$ cat config.mk
export PLATFORM = sky130hd
export DESIGN_NAME = multi_channel_countdown_timer_bank
export DESIGN_NICKNAME = d
export VERILOG_FILES = /design/src/sv/mctb_pkg.sv /design/src/sv/mctb_ram.sv /design/src/sv/multi_channel_countdown_timer_bank.sv
export SDC_FILE = /design/constraint.sdc
export NUM_CORES = 2
export LEC_CHECK = 0
export CAP_MARGIN = 20
export CELL_PAD_IN_SITES_DETAIL_PLACEMENT = 0
export CELL_PAD_IN_SITES_GLOBAL_PLACEMENT = 2
export CORE_UTILIZATION = 48
export DETAILED_ROUTE_END_ITERATION = 8
export DONT_BUFFER_PORTS = 1
export PLACE_DENSITY_LB_ADDON = 0.15
export SYNTH_ARGS = -nofsm -noshare
export SYNTH_HDL_FRONTEND = slang
export SYNTH_SLANG_ARGS = --single-unit
$ cat constraint.sdc
create_clock -name clk -period 13.8 [get_ports clk]
set_clock_uncertainty 0.2 [all_clocks]
set_input_delay 2.07 -clock clk [delete_from_list [all_inputs] [get_ports clk]]
set_output_delay 2.07 -clock clk [all_outputs]
set_load 0.02 [all_outputs]
$ cat src/sv/mctb_pkg.sv
// Shared widths, defaults and command codes for the countdown timer bank.
`timescale 1ns / 1ps

package mctb_pkg;

  localparam int KIND_W         = 3;
  localparam int INDEX_W        = 5;
  localparam int WORD_W         = 32;
  localparam int NUM_TIMERS_DEF = 32;

  localparam logic [KIND_W-1:0] KIND_TICK     = 3'd0;
  localparam logic [KIND_W-1:0] KIND_START    = 3'd1;
  localparam logic [KIND_W-1:0] KIND_RELOAD   = 3'd2;
  localparam logic [KIND_W-1:0] KIND_READ     = 3'd3;
  localparam logic [KIND_W-1:0] KIND_SET_RUN  = 3'd4;
  localparam logic [KIND_W-1:0] KIND_STOP     = 3'd5;
  localparam logic [KIND_W-1:0] KIND_STOP_ALL = 3'd6;
  localparam logic [KIND_W-1:0] KIND_POLL     = 3'd7;

endpackage

$ cat src/sv/mctb_ram.sv
// Generic simple dual-port RAM: one write port, one registered read port.
`timescale 1ns / 1ps

module mctb_ram #(
  parameter  int WIDTH = 32,
  parameter  int DEPTH = 32,
  localparam int AW    = (DEPTH > 1) ? $clog2(DEPTH) : 1
) (
  input  logic             clk,
  input  logic             we,
  input  logic [AW-1:0]    waddr,
  input  logic [WIDTH-1:0] wdata,
  input  logic [AW-1:0]    raddr,
  output logic [WIDTH-1:0] rdata
);

  logic [WIDTH-1:0] mem [DEPTH];

  always_ff @(posedge clk) begin
    if (we) begin
      mem[waddr] <= wdata;
    end
    rdata <= mem[raddr];
  end

endmodule

$ cat src/sv/multi_channel_countdown_timer_bank.sv
// Top level of the countdown timer bank: command sequencer around count and base RAMs.
//
//   channel   direction  handshake             fields
//   command   in         start & !busy         kind, timer_index, time_value, base_value,
//                                              run_flag
//   result    out        done (one-cycle)      count_value, pending_events
//
// Steps from accept to done: tick reads the count RAM once per timer, pipelined with the
// write-back of the previous one; start and reload read the base, multiply, then write;
// read waits on the count RAM read; set run, stop, stop all and poll finish from idle.
// Reset clears the run, expiry and entry-valid flops at once; an entry not yet written
// reads as zero, so there is no clearing pass. The receiver cannot stall: done is shown
// for one cycle and a new word may be accepted in that same cycle.
`timescale 1ns / 1ps

module multi_channel_countdown_timer_bank #(
  parameter int NUM_TIMERS = mctb_pkg::NUM_TIMERS_DEF
) (
  input  logic                          clk,
  input  logic                          rst,
  input  logic                          start,
  output logic                          busy,
  input  logic [mctb_pkg::KIND_W-1:0]   kind,
  input  logic [mctb_pkg::INDEX_W-1:0]  timer_index,
  input  logic [mctb_pkg::WORD_W-1:0]   time_value,
  input  logic [mctb_pkg::WORD_W-1:0]   base_value,
  input  logic                          run_flag,
  output logic                          done,
  output logic [mctb_pkg::WORD_W-1:0]   count_value,
  output logic [mctb_pkg::WORD_W-1:0]   pending_events
);

  import mctb_pkg::*;

  localparam int AW = (NUM_TIMERS > 1) ? $clog2(NUM_TIMERS) : 1;
  localparam logic [AW:0]   SWEEP_END = (AW + 1)'(NUM_TIMERS);
  localparam logic [AW-1:0] LAST_IDX  = AW'(NUM_TIMERS - 1);

  typedef enum logic [4:0] {
    S_IDLE  = 5'b00001,
    S_TICK  = 5'b00010,
    S_MUL   = 5'b00100,
    S_WRITE = 5'b01000,
    S_READ  = 5'b10000
  } state_t;

  state_t state;

  // latched command word
  logic [KIND_W-1:0] cmd_kind;
  logic [AW-1:0]     tidx;
  logic [WORD_W-1:0] tval;
  logic [WORD_W-1:0] bval;
  logic [WORD_W-1:0] prod;

  // per-timer flops
  logic [NUM_TIMERS-1:0] running;
  logic [NUM_TIMERS-1:0] expired;
  logic [NUM_TIMERS-1:0] cnt_valid;
  logic [NUM_TIMERS-1:0] base_valid;

  // tick sweep
  logic [AW:0]   issue_idx;
  logic          p_valid;
  logic [AW-1:0] p_idx;

  logic              accept;
  logic              in_ok;
  logic [AW-1:0]     in_addr;
  logic [WORD_W-1:0] mask_now;

  logic              cnt_we;
  logic [AW-1:0]     cnt_waddr;
  logic [WORD_W-1:0] cnt_wdata;
  logic [AW-1:0]     cnt_raddr;
  logic [WORD_W-1:0] cnt_rdata;
  logic              base_we;
  logic [WORD_W-1:0] base_rdata;

  logic [WORD_W-1:0] sweep_cnt;
  logic [WORD_W-1:0] mul_b;

  assign busy    = (state != S_IDLE);
  assign accept  = start && !busy;
  assign in_ok   = (32'(timer_index) < NUM_TIMERS);
  assign in_addr = AW'(timer_index);

  // expiry mask as seen on poll: only the low 32 timers report
  for (genvar i = 0; i < WORD_W; i++) begin : g_mask
    if (i < NUM_TIMERS) begin : g_on
      assign mask_now[i] = expired[i];
    end else begin : g_off
      assign mask_now[i] = 1'b0;
    end
  end

  assign sweep_cnt = cnt_valid[p_idx] ? cnt_rdata : '0;
  assign mul_b     = (cmd_kind == KIND_START) ? bval
                   : (base_valid[tidx] ? base_rdata : '0);

  always_comb begin
    cnt_we    = 1'b0;
    cnt_waddr = tidx;
    cnt_wdata = prod;
    base_we   = 1'b0;
    cnt_raddr = in_addr;
    unique case (state)
      S_TICK: begin
        cnt_raddr = issue_idx[AW-1:0];
        cnt_waddr = p_idx;
        cnt_wdata = sweep_cnt - WORD_W'(1);
        cnt_we    = p_valid && running[p_idx] && (sweep_cnt != '0);
      end
      S_WRITE: begin
        cnt_we  = 1'b1;
        base_we = (cmd_kind == KIND_START);
      end
      default: begin
      end
    endcase
  end

  mctb_ram #(
    .WIDTH(WORD_W),
    .DEPTH(NUM_TIMERS)
  ) u_count_ram (
    .clk  (clk),
    .we   (cnt_we),
    .waddr(cnt_waddr),
    .wdata(cnt_wdata),
    .raddr(cnt_raddr),
    .rdata(cnt_rdata)
  );

  mctb_ram #(
    .WIDTH(WORD_W),
    .DEPTH(NUM_TIMERS)
  ) u_base_ram (
    .clk  (clk),
    .we   (base_we),
    .waddr(tidx),
    .wdata(bval),
    .raddr(in_addr),
    .rdata(base_rdata)
  );

  always_ff @(posedge clk) begin
    if (rst) begin
      state      <= S_IDLE;
      running    <= '0;
      expired    <= '0;
      cnt_valid  <= '0;
      base_valid <= '0;
      p_valid    <= 1'b0;
      issue_idx  <= '0;
      done       <= 1'b0;
    end else begin
      done <= 1'b0;
      unique case (state)
        S_IDLE: begin
          if (accept) begin
            cmd_kind       <= kind;
            tidx           <= in_addr;
            tval           <= time_value;
            bval           <= base_value;
            count_value    <= '0;
            pending_events <= '0;
            issue_idx      <= '0;
            p_valid        <= 1'b0;
            unique case (kind)
              KIND_TICK: begin
                state <= S_TICK;
              end
              KIND_START, KIND_RELOAD: begin
                if (in_ok) begin
                  state <= S_MUL;
                end else begin
                  done <= 1'b1;
                end
              end
              KIND_READ: begin
                if (in_ok) begin
                  state <= S_READ;
                end else begin
                  done <= 1'b1;
                end
              end
              KIND_SET_RUN: begin
                if (in_ok) begin
                  running[in_addr] <= run_flag;
                end
                done <= 1'b1;
              end
              KIND_STOP: begin
                if (in_ok) begin
                  cnt_valid[in_addr] <= 1'b0;
                  running[in_addr]   <= 1'b0;
                  expired[in_addr]   <= 1'b0;
                end
                done <= 1'b1;
              end
              KIND_STOP_ALL: begin
                cnt_valid <= '0;
                running   <= '0;
                expired   <= '0;
                done      <= 1'b1;
              end
              KIND_POLL: begin
                pending_events <= mask_now;
                expired        <= '0;
                done           <= 1'b1;
              end
              default: begin
                done <= 1'b1;
              end
            endcase
          end
        end
        S_TICK: begin
          // read timer issue_idx while writing back timer p_idx
          if (issue_idx != SWEEP_END) begin
            issue_idx <= issue_idx + (AW + 1)'(1);
            p_valid   <= 1'b1;
            p_idx     <= issue_idx[AW-1:0];
          end else begin
            p_valid <= 1'b0;
          end
          if (p_valid && running[p_idx] && (sweep_cnt == WORD_W'(1))) begin
            expired[p_idx] <= 1'b1;
          end
          if (p_valid && (p_idx == LAST_IDX)) begin
            p_valid <= 1'b0;
            done    <= 1'b1;
            state   <= S_IDLE;
          end
        end
        S_MUL: begin
          prod  <= WORD_W'(tval * mul_b);
          state <= S_WRITE;
        end
        S_WRITE: begin
          cnt_valid[tidx] <= 1'b1;
          running[tidx]   <= 1'b1;
          if (cmd_kind == KIND_START) begin
            base_valid[tidx] <= 1'b1;
            expired[tidx]    <= 1'b0;
          end
          done  <= 1'b1;
          state <= S_IDLE;
        end
        S_READ: begin
          count_value <= cnt_valid[tidx] ? cnt_rdata : '0;
          done        <= 1'b1;
          state       <= S_IDLE;
        end
        default: begin
          state <= S_IDLE;
        end
      endcase
    end
  end

endmodule

# Yosys cells after proc, flatten, opt, wreduce, memory -nomap -nowiden
# Memories as Yosys holds them, arrays and structs flattened. A register that Yosys moved wholly into a read port is not among the register bits.
# Cells that the tools add are included.
# word_totals
register_bits,314
ram_bits,2048
output_inout_bits,66
memories,2
# op_classes
add_sub_neg,2
multipliers,1
order_cmp,6
n_eq_ne,26
n_mux,56
n_bitwise,11
n_reduce_logical,30
# memory_table
name,depth,word_bits,read_ports,rd_ports_with_merged_regs,write_ports,line_no,text
u_base_ram.mem,32,32,1,1,1,mctb_ram.sv:17,logic [WIDTH-1:0] mem [DEPTH];
u_count_ram.mem,32,32,1,1,1,mctb_ram.sv:17,
# op_table
operator,n
$mux W32,11
$pmux W32 S2,5
$pmux W32 S3,2
$and A32 B32 Y32,4
$or A32 B32 Y32,4
$not A32 Y32,2
$bwmux W32,1
$eq A32 B1 Y1 const B,1
$mul A32 B32 Y32,1
$reduce_bool A32 Y1,1
$sub A32 B1 Y32 const B,1
$pmux W5 S3,2
$reduce_and A3 Y1,7
$bmux W1 S5,4
$mux W5,4
$lt A5 B6 Y1 const B,3
$mux W1,18
$demux W1 S5,3
$ge A5 B1 Y1 const B,3
$eq A3 B3 Y1 const B,4
$mux W6,2
$pmux W6 S2,1
$eq A5 B5 Y1 const B,2
$ne A2 B2 Y1 const B,5
other kinds (24),41

# Longest topological paths before layout
# depth
word_depth,9
mapped_depth,38
ltp_nobuf,32

# Modules after synthesis
# Synthesis repeated with hierarchy kept, for this count alone.
# hier_totals
hier_cells,7720
area_unflattened_um2,111345.5
# by_module_without_submodules
module,instances,cells_each,area_per_inst_um2
mctb_ram,2,2260,40492.6
multi_channel_countdown_timer_bank,1,3200,30360.4

# Worst setup path before layout
# Ideal clock, no wire load.
# synth_path
path_type,register to register
startpoint,register tidx[1]
endpoint,register prod[30] (data pin)
setup_ns,0.162
t_arrival_ns,9.308
required_ns,13.438
slack_ns,4.130
path_stages_with_launch,35
n_path_buf,6
cell_sequence,edfxtp_1 -> buf_1 -> mux2i_1 -> o22ai_1 -> o41ai_1 -> a21oi_1 -> buf_2 -> buf_1 -> clkbuf_1 -> buf_1 -> a22o_1 -> clkbuf_1 -> and2_1 -> fa_1 -> fa_1 -> fa_1 -> inv_1 -> fa_1 -> inv_1 -> fa_1 -> inv_1 -> fa_1 -> inv_1 -> fa_1 -> fa_1 -> ha_1 -> a21o_1 -> a21oi_1 -> o21ai_0 -> a21o_1 -> or3_1 -> a211oi_1 -> nor4b_1 -> or4_1 -> o2111ai_1
# synth_between
elab_chain_len,5
# synth_rtl
element,line_no,text
from (decl),multi_channel_countdown_timer_bank.sv:51,logic [AW-1:0] tidx;
from (signal assigned),multi_channel_countdown_timer_bank.sv:163,tidx <= in_addr;
$bmux W1 S5,multi_channel_countdown_timer_bank.sv:99,: (base_valid[tidx] ? base_rdata : '0);
$mux W1 (implied by the code),multi_channel_countdown_timer_bank.sv:99,
$mux W32,multi_channel_countdown_timer_bank.sv:99,
$mux W32,multi_channel_countdown_timer_bank.sv:98,assign mul_b = (cmd_kind == KIND_START) ? bval
$mul A32 B32 Y32,multi_channel_countdown_timer_bank.sv:238,prod <= WORD_W'(tval * mul_b);
to (signal assigned),multi_channel_countdown_timer_bank.sv:238,
to (decl),multi_channel_countdown_timer_bank.sv:54,logic [WORD_W-1:0] prod;
# No other way between the ends. The select of a mux whose other input is x is not followed.
# A chain may end at the register's enable or synchronous reset.

# Worst setup path after layout
# layout_path
startpoint,register tidx[3]
endpoint,register prod[30] (data pin)
# Same word-level chain as after synthesis.

==> impl_metrics.csv <==
group,metric,value,unit
status,run_status,"finished clean",
hold_path,min-delay-path-class,"register to register",
clocking,clock_tree.htree_level_count,5,
clocking,maximum_number_of_buffers_from_clock_root_to_sink,4,
sta,finalSetupTns,0,ns
sta,layout_min_cycle_time,10.67,ns
clocking,clk_pin_slew,0.06,ns
routing,top_layer,"met5",
finish,area_growth,12.7,%
worst_setup_path,required,14.31,ns
pwr,power_per_cell_area,135,nW/µm²
sta,finalHoldViolCount,0,
synth,netlist.area_leader.share,61.0,%
routing,route.layer.met1.wl,131,mm
routing,detail_route.iter0.violations,6878,
synth,synth_cells,6846,
sta,fmaxAchievable,0.0937,GHz
pwr,cellLeakagePower,42.2,nW
worst_setup_path,timing_worst_setup_path_type,"register to register",
die,die_h,479,µm
synth,syn-cell-area,109000,µm²
synth,postSynth.topFlopCell,"sky130_fd_sc_hd__edfxtp_1",
die,design.core.area,226000,µm²
global_route,pin_count_of_the_biggest_net_entering_global_routing,270,
routing,wl_met2,153,mm
routing,drcViolationCount,0,
synth,number_of_enable_flip_flop_cells_after_synthesis,2221,
finish,final_core_utilization,54.6,%
clocking,tritoncts.num_buffers,276,
synth,synth.yosys.seq_area_share,64.7,%
die,initial_core_util,48.5,%
pwr,finalPower,16.6,mW
sta,unrepaired_setup_endpoints_after_global_routing,"false",
clocking,post_cts_repair_setup_buffers,0,
finish,layout-drive-gt1-share,18.0,%
global_route,grt_pass1_vias,62900,
finish,final_cell_count_no_fill,10100,
routing,drtAntennaViolNets,0,
place,placedCellCount,9627,
synth,post_synthesis_area_per_instance,16.0,µm²
routing,met3WireLength,23.3,mm
synth,total_of_flip_flops_plus_latches_after_synthesis,2426,
worst_setup_path,cp_max_fo,20,
synth,synthArstFlopShare,0,%
worst_setup_path,critical-path-top-cell-by-count,"sky130_fd_sc_hd__fa_1",
global_route,global_route_wire_length_before_repair,452,mm
sta,max_slew.worst_pin.slew,1.14,ns
sta,relSlewSlack,24.0,%
clocking,cts_tree,"done",
finish,top_regs,"u_base_ram.mem x1024, u_count_ram.mem x1024",
clocking,clock-sinks,2426,
die,ios,142,
routing,drt-total-wl,315,mm
synth,unique_cell_type_count_in_the_yosys_netlist,67,
die,dieArea,230000,µm²
pwr,worst_ir_drop_vdd,0.120,mV
synth,ys.warnings.count,0,
place,finalWeightedCongestion,0.820,
global_route,grt_remaining_overflow,0,
clocking,cts_repair_resize_count,0,
clocking,clk-insertion-delay-late,0.94,ns
sta,final.hold.worst_slack,0.270,ns
run,drv_cap,0,
worst_setup_path,worst_setup_path_start_kind,"register",
synth,synth.top_cells.by_count,"sky130_fd_sc_hd__edfxtp_1 (2221), sky130_fd_sc_hd__nand2_1 (661), sky130_fd_sc_hd__mux4_2 (536)",
routing,routed-via-count,61700,
global_route,global_route.usage.total,27.6,%
place,placement.io_buffers,0,
sta,timing.final.max_slew_violations,0,
synth,netlist_top_cells_area,"sky130_fd_sc_hd__edfxtp_1 (61%), sky130_fd_sc_hd__mux4_2 (11%), sky130_fd_sc_hd__fa_1 (7.5%)",
die,rows,174,
synth,post-synth-top-area-cell,"sky130_fd_sc_hd__edfxtp_1",
place,dp_hpwl,169,mm
routing,router_iterations_before_antenna_repair,5,
sta,period_share,77.3,%
routing,routedWlPerCell,31.1,µm
global_route,number_of_antenna_violations_at_the_first_check_in_global_routing,19,
routing,drt-vias-per-instance,6.08,
clocking,cts.hold.buffers_added,0,
sta,setup_viol,0,
clocking,root_buffer,"sky130_fd_sc_hd__clkbuf_16",
worst_setup_path,critical_path.endpoint_type,"register",
worst_setup_path,cpMaxStageDelayCell,"sky130_fd_sc_hd__a21oi_4",
worst_setup_path,arrival,11.18,ns
synth,synthesis.nets,7457,
die,die-width,479,µm
synth,yosys.cell_count.top_type,"sky130_fd_sc_hd__edfxtp_1",
worst_setup_path,critical_path.max_stage_delay,0.90,ns
finish,final_net_count,7547,
[cell families (layout without fill, tap and decap cells)]
group | Yosys count | after routing | share of synthesized area [%]
buf+inv | 815 | 1105 | 2.80
compound gates | 634 | 634 | 3.80
fa+ha+maj | 535 | 535 | 8.92
other cells | 0 | 6 | 0
flops | 2426 | 2426 | 64.7
xor+xnor | 93 | 93 | 0.782
simple gates | 1783 | 1783 | 7.74
mux | 560 | 560 | 11.3
[report_power, final]
group	total [mW]	internal, mW	leakage, nW	switching, mW
clock	7.27	4.39	4.35	2.89
combinational	1.19	0.488	16.1	0.707
sequential	8.14	8.05	21.7	0.0925
total	16.6	12.9	42.2	3.69
[final timing paths]
kind / startpoint / to / slack [ns] / cells after the start
worst max-delay path: tidx[3] / prod[30] / 3.13 / 31
worst min-delay path: base_valid[8] / base_valid[8] / 0.27 / 2
worst max register to register: tidx[3] / prod[30] / 3.13 / 31
worst min register to register: base_valid[8] / base_valid[8] / 0.27 / 2
[critical path, delay by kind of cell (launching register included)]
family	cells	cell delay, ns
fa+ha+maj	9	3.84
compound gates	10	3.23
simple gates	5	1.79
buf+inv	7	0.76
flops	1	0.61
[per-stage QoR]
stage / cell area (µm²) / setup slack, ns
global placement: 114000 / 3.28
finish: 123000 / 3.13
CTS: 123000 / 3.15
detailed placement: 114000 / 3.19
floorplan: 109000 / 4.13
global route: 123000 / 2.63
[placed cells by master, fill, tap and decap left out, drive strengths merged, types with 127 or more instances in the layout]
| cell type | n |
|---|---|
| and2 | 344 |
| nor2 | 329 |
| buf | 203 |
| nand3 | 194 |
| edfxtp | 2221 |
| a21oi | 167 |
| ha | 127 |
| fa | 408 |
| mux4 | 536 |
| a22oi | 162 |
| dfxtp | 205 |
| clkbuf | 364 |
| inv | 429 |
| nand2 | 662 |
[per-layer routing]
metal | vias to the layer above | global-route usage, %
met2 | 2527 | 44.8
li1 | 25700 | -
met3 | 488 | 4.01
met1 | 32900 | 39.1
met4 | 4 | 7.81
met5 | - | 0
[area by class of cell]
type,count,area (µm²)
Fill cell,17900,102000
Tap cell,2992,3740
Timing Repair Buffer,204,1870
Multi-Input combinational cell,3605,36400
Antenna cell,6,15.0
Sequential cell,2426,70800
Clock inverter,115,1330
Clock buffer,363,7560
Inverter,423,1590
Note: power is estimated with default switching activity, not from simulation.
